==> config.mk <==
export PLATFORM = sky130hd
export DESIGN_NAME = bus_node_poll_master_unit
export DESIGN_NICKNAME = d
export VERILOG_FILES = /design/src/bnpm_pkg.sv /design/src/bnpm_cfg_regs.sv /design/src/bnpm_ctrl.sv /design/src/bnpm_out_reg.sv /design/src/bus_node_poll_master_unit.sv
export SDC_FILE = /design/constraint.sdc
export NUM_CORES = 1
export LEC_CHECK = 0
export ABC_CLOCK_PERIOD_IN_PS = 3500
export BUFFER_PORTS_ARGS = -buffer_cell sky130_fd_sc_hd__buf_2
export CAP_MARGIN = 30
export CELL_PAD_IN_SITES_DETAIL_PLACEMENT = 1
export CELL_PAD_IN_SITES_GLOBAL_PLACEMENT = 1
export CORE_MARGIN = 2
export CORE_UTILIZATION = 33
export DETAILED_ROUTE_END_ITERATION = 10
export PLACE_DENSITY_LB_ADDON = 0.1
export SLEW_MARGIN = 5
export SYNTH_ARGS = -nofsm -noshare
export SYNTH_HDL_FRONTEND = slang
export SYNTH_SLANG_ARGS = --single-unit
==> constraint.sdc <==
create_clock -name clk -period 3.5 [get_ports clk]
set_clock_uncertainty 0.1 [all_clocks]
set_input_delay 0.35 -clock clk [delete_from_list [all_inputs] [get_ports clk]]
set_output_delay 0.35 -clock clk [all_outputs]
set_load 0.01 [all_outputs]
==> src/bnpm_pkg.sv <==
// shared types and constants of the bus node poll master
package bnpm_pkg;

	localparam int NODES  = 8;
	localparam int NODE_W = 3;

	localparam logic [2:0]  LAST_PART        = 3'd5;
	localparam logic [1:0]  FAIL_LIMIT       = 2'd3;
	localparam logic [3:0]  ALL_STATUS_PARTS = 4'hF;
	localparam logic [22:0] CFG_OFF_ID       = 23'd1;
	localparam logic [3:0]  LEN_PARAM        = 4'd8;
	localparam logic [3:0]  LEN_POLL         = 4'd1;

	typedef enum logic [2:0] {
		REG_CMD_SET_PARAM     = 3'd0,
		REG_CMD_SET_PARAM_ACK = 3'd1,
		REG_CMD_STATUS_POLL   = 3'd2,
		REG_CMD_STATUS_ACK    = 3'd3,
		REG_TICK_PRESCALE     = 3'd4,
		REG_MAX_RETRIES       = 3'd5,
		REG_REPLY_TIMEOUT     = 3'd6
	} cfg_reg_t;

	typedef enum logic [2:0] {
		PH_INIT    = 3'd0,
		PH_LOAD    = 3'd1,
		PH_SEND    = 3'd2,
		PH_WAIT    = 3'd3,
		PH_TIMEOUT = 3'd4,
		PH_PARSE   = 3'd5
	} phase_t;

	typedef enum logic [1:0] {
		RF_NONE    = 2'd0,
		RF_TIMEOUT = 2'd1,
		RF_DONE    = 2'd2
	} reply_flag_t;

	typedef struct packed {
		logic [7:0] cmd_set_param;
		logic [7:0] cmd_set_param_ack;
		logic [7:0] cmd_status_poll;
		logic [7:0] cmd_status_ack;
		logic [7:0] tick_prescale;
		logic [7:0] max_retries;
		logic [7:0] reply_timeout;
	} cfg_t;

	typedef struct packed {
		logic        command;
		logic [22:0] rx_ext_id;
		logic [7:0]  rx_data0;
	} req_t;

	typedef struct packed {
		logic        tx_valid;
		logic [18:0] tx_ext_id;
		logic [3:0]  tx_length;
		logic        tx_is_param;
		logic [2:0]  tx_param_part;
		logic [7:0]  node_fail_mask;
	} rsp_t;

endpackage

==> src/bnpm_cfg_regs.sv <==
// configuration register bank of the poll master
module bnpm_cfg_regs
	import bnpm_pkg::*;
(
	input  logic       clk,
	input  logic       arst_n,
	input  logic       cfg_valid,
	output logic       cfg_ready,
	input  logic [2:0] cfg_index,
	input  logic [7:0] cfg_data,
	output cfg_t       cfg
);

	cfg_t cfg_q;

	assign cfg_ready = 1'b1;
	assign cfg       = cfg_q;

	always_ff @(posedge clk or negedge arst_n) begin
		if (!arst_n) begin
			cfg_q.cmd_set_param     <= 8'd1;
			cfg_q.cmd_set_param_ack <= 8'd2;
			cfg_q.cmd_status_poll   <= 8'd3;
			cfg_q.cmd_status_ack    <= 8'd4;
			cfg_q.tick_prescale     <= 8'd1;
			cfg_q.max_retries       <= 8'd3;
			cfg_q.reply_timeout     <= 8'd200;
		end else if (cfg_valid) begin
			unique case (cfg_reg_t'(cfg_index))
				REG_CMD_SET_PARAM:     cfg_q.cmd_set_param     <= cfg_data;
				REG_CMD_SET_PARAM_ACK: cfg_q.cmd_set_param_ack <= cfg_data;
				REG_CMD_STATUS_POLL:   cfg_q.cmd_status_poll   <= cfg_data;
				REG_CMD_STATUS_ACK:    cfg_q.cmd_status_ack    <= cfg_data;
				REG_TICK_PRESCALE:     cfg_q.tick_prescale     <= cfg_data;
				REG_MAX_RETRIES:       cfg_q.max_retries       <= cfg_data;
				REG_REPLY_TIMEOUT:     cfg_q.reply_timeout     <= cfg_data;
				default: ;
			endcase
		end
	end

endmodule

==> src/bnpm_ctrl.sv <==
// polling state machine, per node bookkeeping and result formation
module bnpm_ctrl
	import bnpm_pkg::*;
(
	input  logic clk,
	input  logic arst_n,
	input  logic step,
	input  req_t req,
	input  cfg_t cfg,
	output rsp_t rsp
);

	phase_t                  phase_q, phase_d;
	logic [NODE_W-1:0]       node_q, node_d;
	logic [2:0]              part_q, part_d;
	logic [7:0]              retries_q, retries_d;
	logic [7:0]              wait_q, wait_d;
	reply_flag_t             reply_q, reply_d;
	logic                    final_q, final_d;
	logic                    sending_q, sending_d;
	logic [7:0]              prescale_q, prescale_d;
	logic [NODES-1:0]        data_req_q, data_req_d;
	logic [NODES-1:0][3:0]   status_q, status_d;
	logic [NODES-1:0][1:0]   fail_cnt_q, fail_cnt_d;
	logic [NODES-1:0]        fail_flag_q, fail_flag_d;

	logic [6:0]              rx_part;
	logic [7:0]              rx_cmd;
	logic [7:0]              rx_ads;
	logic [7:0]              rx_ads_m1;
	logic [NODE_W-1:0]       rx_node;
	logic                    rx_ok;
	logic [NODE_W:0]         nn_sum;
	logic [NODE_W-1:0]       node_next;
	logic [7:0]              pc_inc;
	logic [7:0]              node_addr;

	assign rx_part   = req.rx_ext_id[22:16];
	assign rx_cmd    = req.rx_ext_id[15:8];
	assign rx_ads    = req.rx_ext_id[7:0];
	assign rx_ads_m1 = rx_ads - 8'd1;
	assign rx_node   = rx_ads_m1[NODE_W-1:0];
	assign rx_ok     = (req.rx_ext_id != CFG_OFF_ID) && (rx_ads != 8'd0)
		&& (rx_ads <= 8'(NODES));
	assign nn_sum    = {1'b0, node_q} + (NODE_W + 1)'(1);
	assign node_next = (nn_sum >= (NODE_W + 1)'(NODES)) ? '0 : nn_sum[NODE_W-1:0];
	assign pc_inc    = prescale_q + 8'd1;
	assign node_addr = 8'(node_q) + 8'd1;

	always_comb begin
		logic [3:0] sp;
		logic [7:0] wc;
		phase_d     = phase_q;
		node_d      = node_q;
		part_d      = part_q;
		retries_d   = retries_q;
		wait_d      = wait_q;
		reply_d     = reply_q;
		final_d     = final_q;
		sending_d   = sending_q;
		prescale_d  = prescale_q;
		data_req_d  = data_req_q;
		status_d    = status_q;
		fail_cnt_d  = fail_cnt_q;
		fail_flag_d = fail_flag_q;
		rsp         = '0;
		sp          = status_q[rx_node];
		wc          = wait_q;

		if (req.command) begin
			// received frame
			if (rx_ok) begin
				if (rx_cmd == cfg.cmd_set_param_ack) begin
					if (phase_q == PH_WAIT)
						reply_d = RF_DONE;
				end else if (rx_cmd == cfg.cmd_status_ack) begin
					if (rx_part <= 7'd3)
						sp = sp | (4'b0001 << rx_part[1:0]);
					status_d[rx_node] = sp;
					if (rx_part == 7'd2)
						data_req_d[rx_node] = (req.rx_data0 != 8'd0);
					if (sp == ALL_STATUS_PARTS && phase_q == PH_WAIT)
						reply_d = RF_DONE;
				end
			end
		end else if (pc_inc >= cfg.tick_prescale) begin
			prescale_d = '0;
			unique case (phase_q)
				PH_INIT: begin
					node_d    = '0;
					part_d    = '0;
					retries_d = cfg.max_retries;
					phase_d   = PH_LOAD;
				end
				PH_WAIT: begin
					if (wc != 8'd0)
						wc = wc - 8'd1;
					wait_d = wc;
					if (wc == 8'd0)
						phase_d = PH_TIMEOUT;
					if (reply_q == RF_TIMEOUT)
						phase_d = PH_TIMEOUT;
					else if (reply_q == RF_DONE)
						phase_d = PH_PARSE;
				end
				PH_LOAD: begin
					reply_d = RF_NONE;
					if (data_req_q[node_q]) begin
						sending_d = 1'b1;
						final_d   = (part_q == LAST_PART);
					end else begin
						sending_d        = 1'b0;
						final_d          = 1'b1;
						status_d[node_q] = '0;
					end
					phase_d = PH_SEND;
				end
				PH_SEND: begin
					rsp.tx_valid = 1'b1;
					if (sending_q) begin
						rsp.tx_ext_id     = {part_q, cfg.cmd_set_param, node_addr};
						rsp.tx_length     = LEN_PARAM;
						rsp.tx_is_param   = 1'b1;
						rsp.tx_param_part = part_q;
					end else begin
						rsp.tx_ext_id = {part_q, cfg.cmd_status_poll, node_addr};
						rsp.tx_length = LEN_POLL;
					end
					if (final_q) begin
						wait_d  = cfg.reply_timeout;
						phase_d = PH_WAIT;
					end else begin
						part_d  = part_q + 3'd1;
						phase_d = PH_LOAD;
					end
				end
				PH_TIMEOUT: begin
					if (retries_q > 8'd1) begin
						retries_d = retries_q - 8'd1;
						if (final_q)
							part_d = '0;
						phase_d = PH_LOAD;
					end else begin
						if (fail_cnt_q[node_q] < FAIL_LIMIT)
							fail_cnt_d[node_q] = fail_cnt_q[node_q] + 2'd1;
						else
							fail_flag_d[node_q] = 1'b1;
						node_d    = node_next;
						part_d    = '0;
						retries_d = cfg.max_retries;
						phase_d   = PH_LOAD;
					end
				end
				PH_PARSE: begin
					fail_cnt_d[node_q] = '0;
					if (sending_q)
						data_req_d[node_q] = 1'b0;
					node_d    = node_next;
					part_d    = '0;
					retries_d = cfg.max_retries;
					phase_d   = PH_LOAD;
				end
				default: phase_d = PH_INIT;
			endcase
		end else begin
			prescale_d = pc_inc;
		end

		rsp.node_fail_mask = 8'(fail_flag_d);
	end

	always_ff @(posedge clk or negedge arst_n) begin
		if (!arst_n) begin
			phase_q     <= PH_INIT;
			node_q      <= '0;
			part_q      <= '0;
			retries_q   <= '0;
			wait_q      <= '0;
			reply_q     <= RF_NONE;
			final_q     <= 1'b0;
			sending_q   <= 1'b0;
			prescale_q  <= '0;
			data_req_q  <= '0;
			status_q    <= '0;
			fail_cnt_q  <= '0;
			fail_flag_q <= '0;
		end else if (step) begin
			phase_q     <= phase_d;
			node_q      <= node_d;
			part_q      <= part_d;
			retries_q   <= retries_d;
			wait_q      <= wait_d;
			reply_q     <= reply_d;
			final_q     <= final_d;
			sending_q   <= sending_d;
			prescale_q  <= prescale_d;
			data_req_q  <= data_req_d;
			status_q    <= status_d;
			fail_cnt_q  <= fail_cnt_d;
			fail_flag_q <= fail_flag_d;
		end
	end

endmodule

==> src/bnpm_out_reg.sv <==
// result register with valid and ready toward the consumer
module bnpm_out_reg
	import bnpm_pkg::*;
(
	input  logic clk,
	input  logic arst_n,
	input  logic load,
	input  rsp_t rsp_in,
	output logic free,
	output logic rsp_valid,
	input  logic rsp_ready,
	output rsp_t rsp_data
);

	logic valid_q;
	rsp_t data_q;

	assign free      = !valid_q || rsp_ready;
	assign rsp_valid = valid_q;
	assign rsp_data  = data_q;

	always_ff @(posedge clk or negedge arst_n) begin
		if (!arst_n) begin
			valid_q <= 1'b0;
		end else if (load) begin
			valid_q <= 1'b1;
		end else if (rsp_ready) begin
			valid_q <= 1'b0;
		end
	end

	always_ff @(posedge clk) begin
		if (load)
			data_q <= rsp_in;
	end

endmodule

==> src/bus_node_poll_master_unit.sv <==
// top level of the bus node poll master
// a request waits in the input register until the result register is free,
// then its result is loaded there and rsp_valid rises; throughput: one request
// per cycle while the output is free, set by the single state update per step
// reset: arst_n clears the control state, the per node tables and the
// configuration registers to their defaults; requests are taken right after
module bus_node_poll_master_unit
	import bnpm_pkg::*;
(
	input  logic       clk,
	input  logic       arst_n,
	input  logic       req_valid,
	output logic       req_ready,
	input  req_t       req_data,
	output logic       rsp_valid,
	input  logic       rsp_ready,
	output rsp_t       rsp_data,
	input  logic       cfg_valid,
	output logic       cfg_ready,
	input  logic [2:0] cfg_index,
	input  logic [7:0] cfg_data
);

	logic valid_s1;
	req_t req_s1;
	logic out_free;
	logic advance;
	cfg_t cfg;
	rsp_t rsp_c;

	assign advance   = valid_s1 && out_free;
	assign req_ready = !valid_s1 || out_free;

	always_ff @(posedge clk or negedge arst_n) begin
		if (!arst_n) begin
			valid_s1 <= 1'b0;
		end else if (req_ready) begin
			valid_s1 <= req_valid;
		end
	end

	always_ff @(posedge clk) begin
		if (req_valid && req_ready)
			req_s1 <= req_data;
	end

	bnpm_cfg_regs u_cfg (
		.clk       (clk),
		.arst_n    (arst_n),
		.cfg_valid (cfg_valid),
		.cfg_ready (cfg_ready),
		.cfg_index (cfg_index),
		.cfg_data  (cfg_data),
		.cfg       (cfg)
	);

	bnpm_ctrl u_ctrl (
		.clk    (clk),
		.arst_n (arst_n),
		.step   (advance),
		.req    (req_s1),
		.cfg    (cfg),
		.rsp    (rsp_c)
	);

	bnpm_out_reg u_out (
		.clk       (clk),
		.arst_n    (arst_n),
		.load      (advance),
		.rsp_in    (rsp_c),
		.free      (out_free),
		.rsp_valid (rsp_valid),
		.rsp_ready (rsp_ready),
		.rsp_data  (rsp_data)
	);

endmodule

==> impl_results.md <==
* Wirelength, routed at roughly 30 mm
* Wirelength per Cell at about 20 um
* Synth warn at 0
* Flop pwr share at ~43%
* RSZ-0062 raised after global routing: no
* Switching Fraction at around 28%
* Slew HR at around two fifths
* Synth Cell Area at roughly 11000 um^2
* Clock sink count at approximately 220
* Fillers at ~3600
* Number of vias per cell at 5.13
* Number of port buffers at between 70 and 80
* Post-synth top area cell: dfrtp_1
* Largest net degree at the start of global routing at just over 80
* Buf+Inv Stages, Crit Path at 0
* Cell family with most CP delay: simple AND/OR/NAND/NOR gates
* Util after Layout at 40.5%
* Clock power frac at 38.9%
* Final Max Tran Viols at 0
* CP endpoint kind: flip-flop
* Post-route ant nets at 0
* Crit-path max FO at 6
* Top cell type's share of synthesized area at 34.2%
* Router iterations before antenna repair at 4
* CTS tree: yes
* Hpwl dp at ~22 mm
* Post-synthesis instance total at just over 900
* Startpoint Class: flip-flop
* Die Y at 185 um
* Final Cycle Share at between 90 and 100%
* Skew-Pair Late Insertion Delay at approximately 0.54 ns
* Setup violations, final at 0
* Final hold violations at 0
* Core area at between 30000 and 40000 um^2
* Setup Buffers After CTS at 0
* H-tree depth at 1
* Pint at around 5.2 mW
* Via count at between 7000 and 8000
* DRC at 0
* Syn_area_per_cell at ~12 um^2
* Least-Margin Pin Slew at about 0.9 ns
* Overflow after GRT at 0
* Ys flop type: dfrtp_1
* Share of cells above drive strength 1 at around 25%
* Clock transition at path regs at 0.06 ns
* Synth unique cells at 76
* Max Root-Sink Buffers at 3
* WS Path Type: flip-flop to flip-flop
* Worst hold path type: input port to flip-flop
* Largest cells by area after synthesis: dfrtp_1 (34%), edfxtp_1 (17%), mux2_2 (7.7%)
* Vias in the first global route at ~8600
* Inserted Clock Buffers at 26
* Switching Power at approximately 2 mW
* Tmin final at around 3.2 ns
* Status: complete, no violations
* Slowest-stage cell, CP: dfrtp_1
* Crit-path cells: nor2b_1 > and2_1 > a22o_1 > a221oi_1 > nand3_1 > ha_1 > nor4b_1 > o21ai_0 > or3_1 > nor2_1 > mux2_2
* Die area at between 30000 and 40000 um^2
* Async SR Flop Fraction at between 70% and 80%
* I/O pin count at 87
* Post-synth EDFFs at 61
* Max-cap viol count at 0
* Final setup TNS at 0 ns
* FMAX at between 300 and 400 MHz
* First-pass GRT wire length at about 50 mm
* Data required time of the worst path at around 3.8 ns
* Initial antenna violation count at 1
* Die X at ~180 um
* Ant diodes at 0
* Peak supply drop at 0.000354 V
* Comb pwr share at roughly 18%
* Root Driver: clkbuf_16
* Nets@finish at 1145
* Row Count at 66
* Max incr delay on CP at around 0.42 ns
* GRT Util Overall at a little under a fifth
* Sequential area share after synthesis at between 50% and 60%
* Final GP Congestion at around 0.78
* Initial Util at ~33%
* Pwr Density at around 550 nW/um^2
* Leak at 5.65 nW
* DR iter-0 viols at around 440
* Synth Register Bits at between 200 and 250
* Synthesis-to-layout area growth at 21.8%
* Worst EP arrival at approximately 3.5 ns
-- cell usage in the layout, fill, tap and decap left out, types with 24 or more instances in the layout --
cell type,n
nand3_1,24
dlygate4sd3_1,34
a21oi_1,27
nor2_1,63
edfxtp_1,61
dfrtp_1,146
buf_2,78
a21o_1,26
clkbuf_16,27
o21ai_0,50
mux2_2,74
nand2_1,58
inv_1,24
buf_4,47
-- stage by stage --
stage	cells	hold slack [ns]	total power [mW]	cell area, um^2	setup WS [ns]
6_report	1539	0.0444	7.18	13100	0.299
5_1_grt	1539	0.0629	7.58	13100	0.0155
4_1_cts	1539	0.0219	7.29	13100	0.143
3_5_place_dp	1457	0.346	4.42	11900	0.156
3_3_place_gp	1457	0.339	4.39	11900	0.194
2_1_floorplan	939	-0.0456	3.91	10800	0.426
-- tightest hold or removal path, cell delays in order --
cell and delay [ns]:
buf_2 0.09, nand2b_1 0.13, nand2b_1 0.07
-- layout make-up --
class	count	area [um^2]	area share, %
repair buffers	161	1110	8.50
well taps	442	553	4.22
clock inverters	11	126	0.964
clock buffers	37	753	5.75
inverters	25	93.8	0.716
flip-flops and latches	219	5800	44.2
multi-input cells	644	4670	35.6
-- cell usage after synthesis (7+ instances only) --
cell type	number
o31ai_1	7
mux2i_1	19
nand2_1	59
xor2_1	16
nor2b_1	10
buf_4	8
edfxtp_1	61
nand3_1	24
a21oi_1	28
nand2b_1	17
nor3_1	16
and2_1	9
xnor2_1	11
inv_1	24
nand4_1	23
o41ai_1	10
and3_1	8
a21o_1	26
or4_1	7
nor4_1	14
mux2_2	74
o2bb2ai_1	23
dfstp_2	11
ha_1	20
dfrtp_1	147
clkbuf_1	35
o21ai_0	50
nor2_1	63
-- kinds of logic (layout without fill, tap and decap cells) --
| group | Yosys count | in the layout | share of synthesized area, % |
|---|---|---|---|
| buffers and inverters | 76 | 234 | 3.20 |
| other | 2 | 7 | 0.0698 |
| multiplexers | 99 | 99 | 10.3 |
| AND/OR/NAND/NOR | 284 | 284 | 14.0 |
| AO/OA/AOI/OAI | 207 | 207 | 14.0 |
| flip-flops | 219 | 219 | 53.9 |
| XOR/XNOR | 27 | 27 | 2.20 |
| adder cells (fa/ha/maj) | 20 | 20 | 2.32 |
-- routing by layer --
metal  up-vias  global-route usage [%]  wire (um)
li1       3757                       -          -
met1      3948                    25.6      14400
met2       149                    31.3      14500
met3        43                    2.43       1120
met4         0                    4.95        831
met5         -                       0          0
-- power by group through the flow --
stage	sequential [mW]	combinational, mW	clock [mW]
after floorplan	3.09	0.826	0
after global routing	3.13	1.46	2.99
after global placement	3.14	1.26	0
after CTS	3.09	1.31	2.88
final	3.09	1.30	2.79
after detailed placement	3.14	1.28	0
-- final timing paths --
path,startpoint,endpoint,slack [ns],depth (start not counted)
min in group asynchronous,arst_n,u_cfg.cfg[25],0.34,2
max in group asynchronous,arst_n,u_ctrl.status_q[4],2.01,3
worst min register to register,u_ctrl.fail_flag_q[7],u_ctrl.fail_flag_q[7],0.36,1
worst min-delay path,rsp_ready,u_out.rsp_valid,0.04,3
worst max register to register,u_ctrl.node_q[2],u_ctrl.fail_cnt_q[15],0.30,11
worst max-delay path,u_ctrl.node_q[2],u_ctrl.fail_cnt_q[15],0.30,11
-- state kept, by name, indices dropped and copies added (netlist names), 3 cells and up --
signal              flops
u_cfg.cfg              56
u_ctrl.phase_q          3
u_ctrl.fail_flag_q      8
u_ctrl.fail_cnt_q      16
u_ctrl.status_q        32
u_ctrl.prescale_q       8
u_ctrl.wait_q           8
req_s1                 32
u_out.rsp_data         29
u_ctrl.node_q           3
u_ctrl.part_q           3
u_ctrl.retries_q        8
u_ctrl.data_req_q       8
-- repair_timing --
| action | 4_1_cts | 5_1_grt |
|---|---|---|
| hold endpoints to repair | 101 | 0 |
| hold buffers | 34 | 0 |
| setup endpoints to repair | 0 | 29 |
| resized for setup | 0 | 6 |
Power figures use the tool's default switching activity.
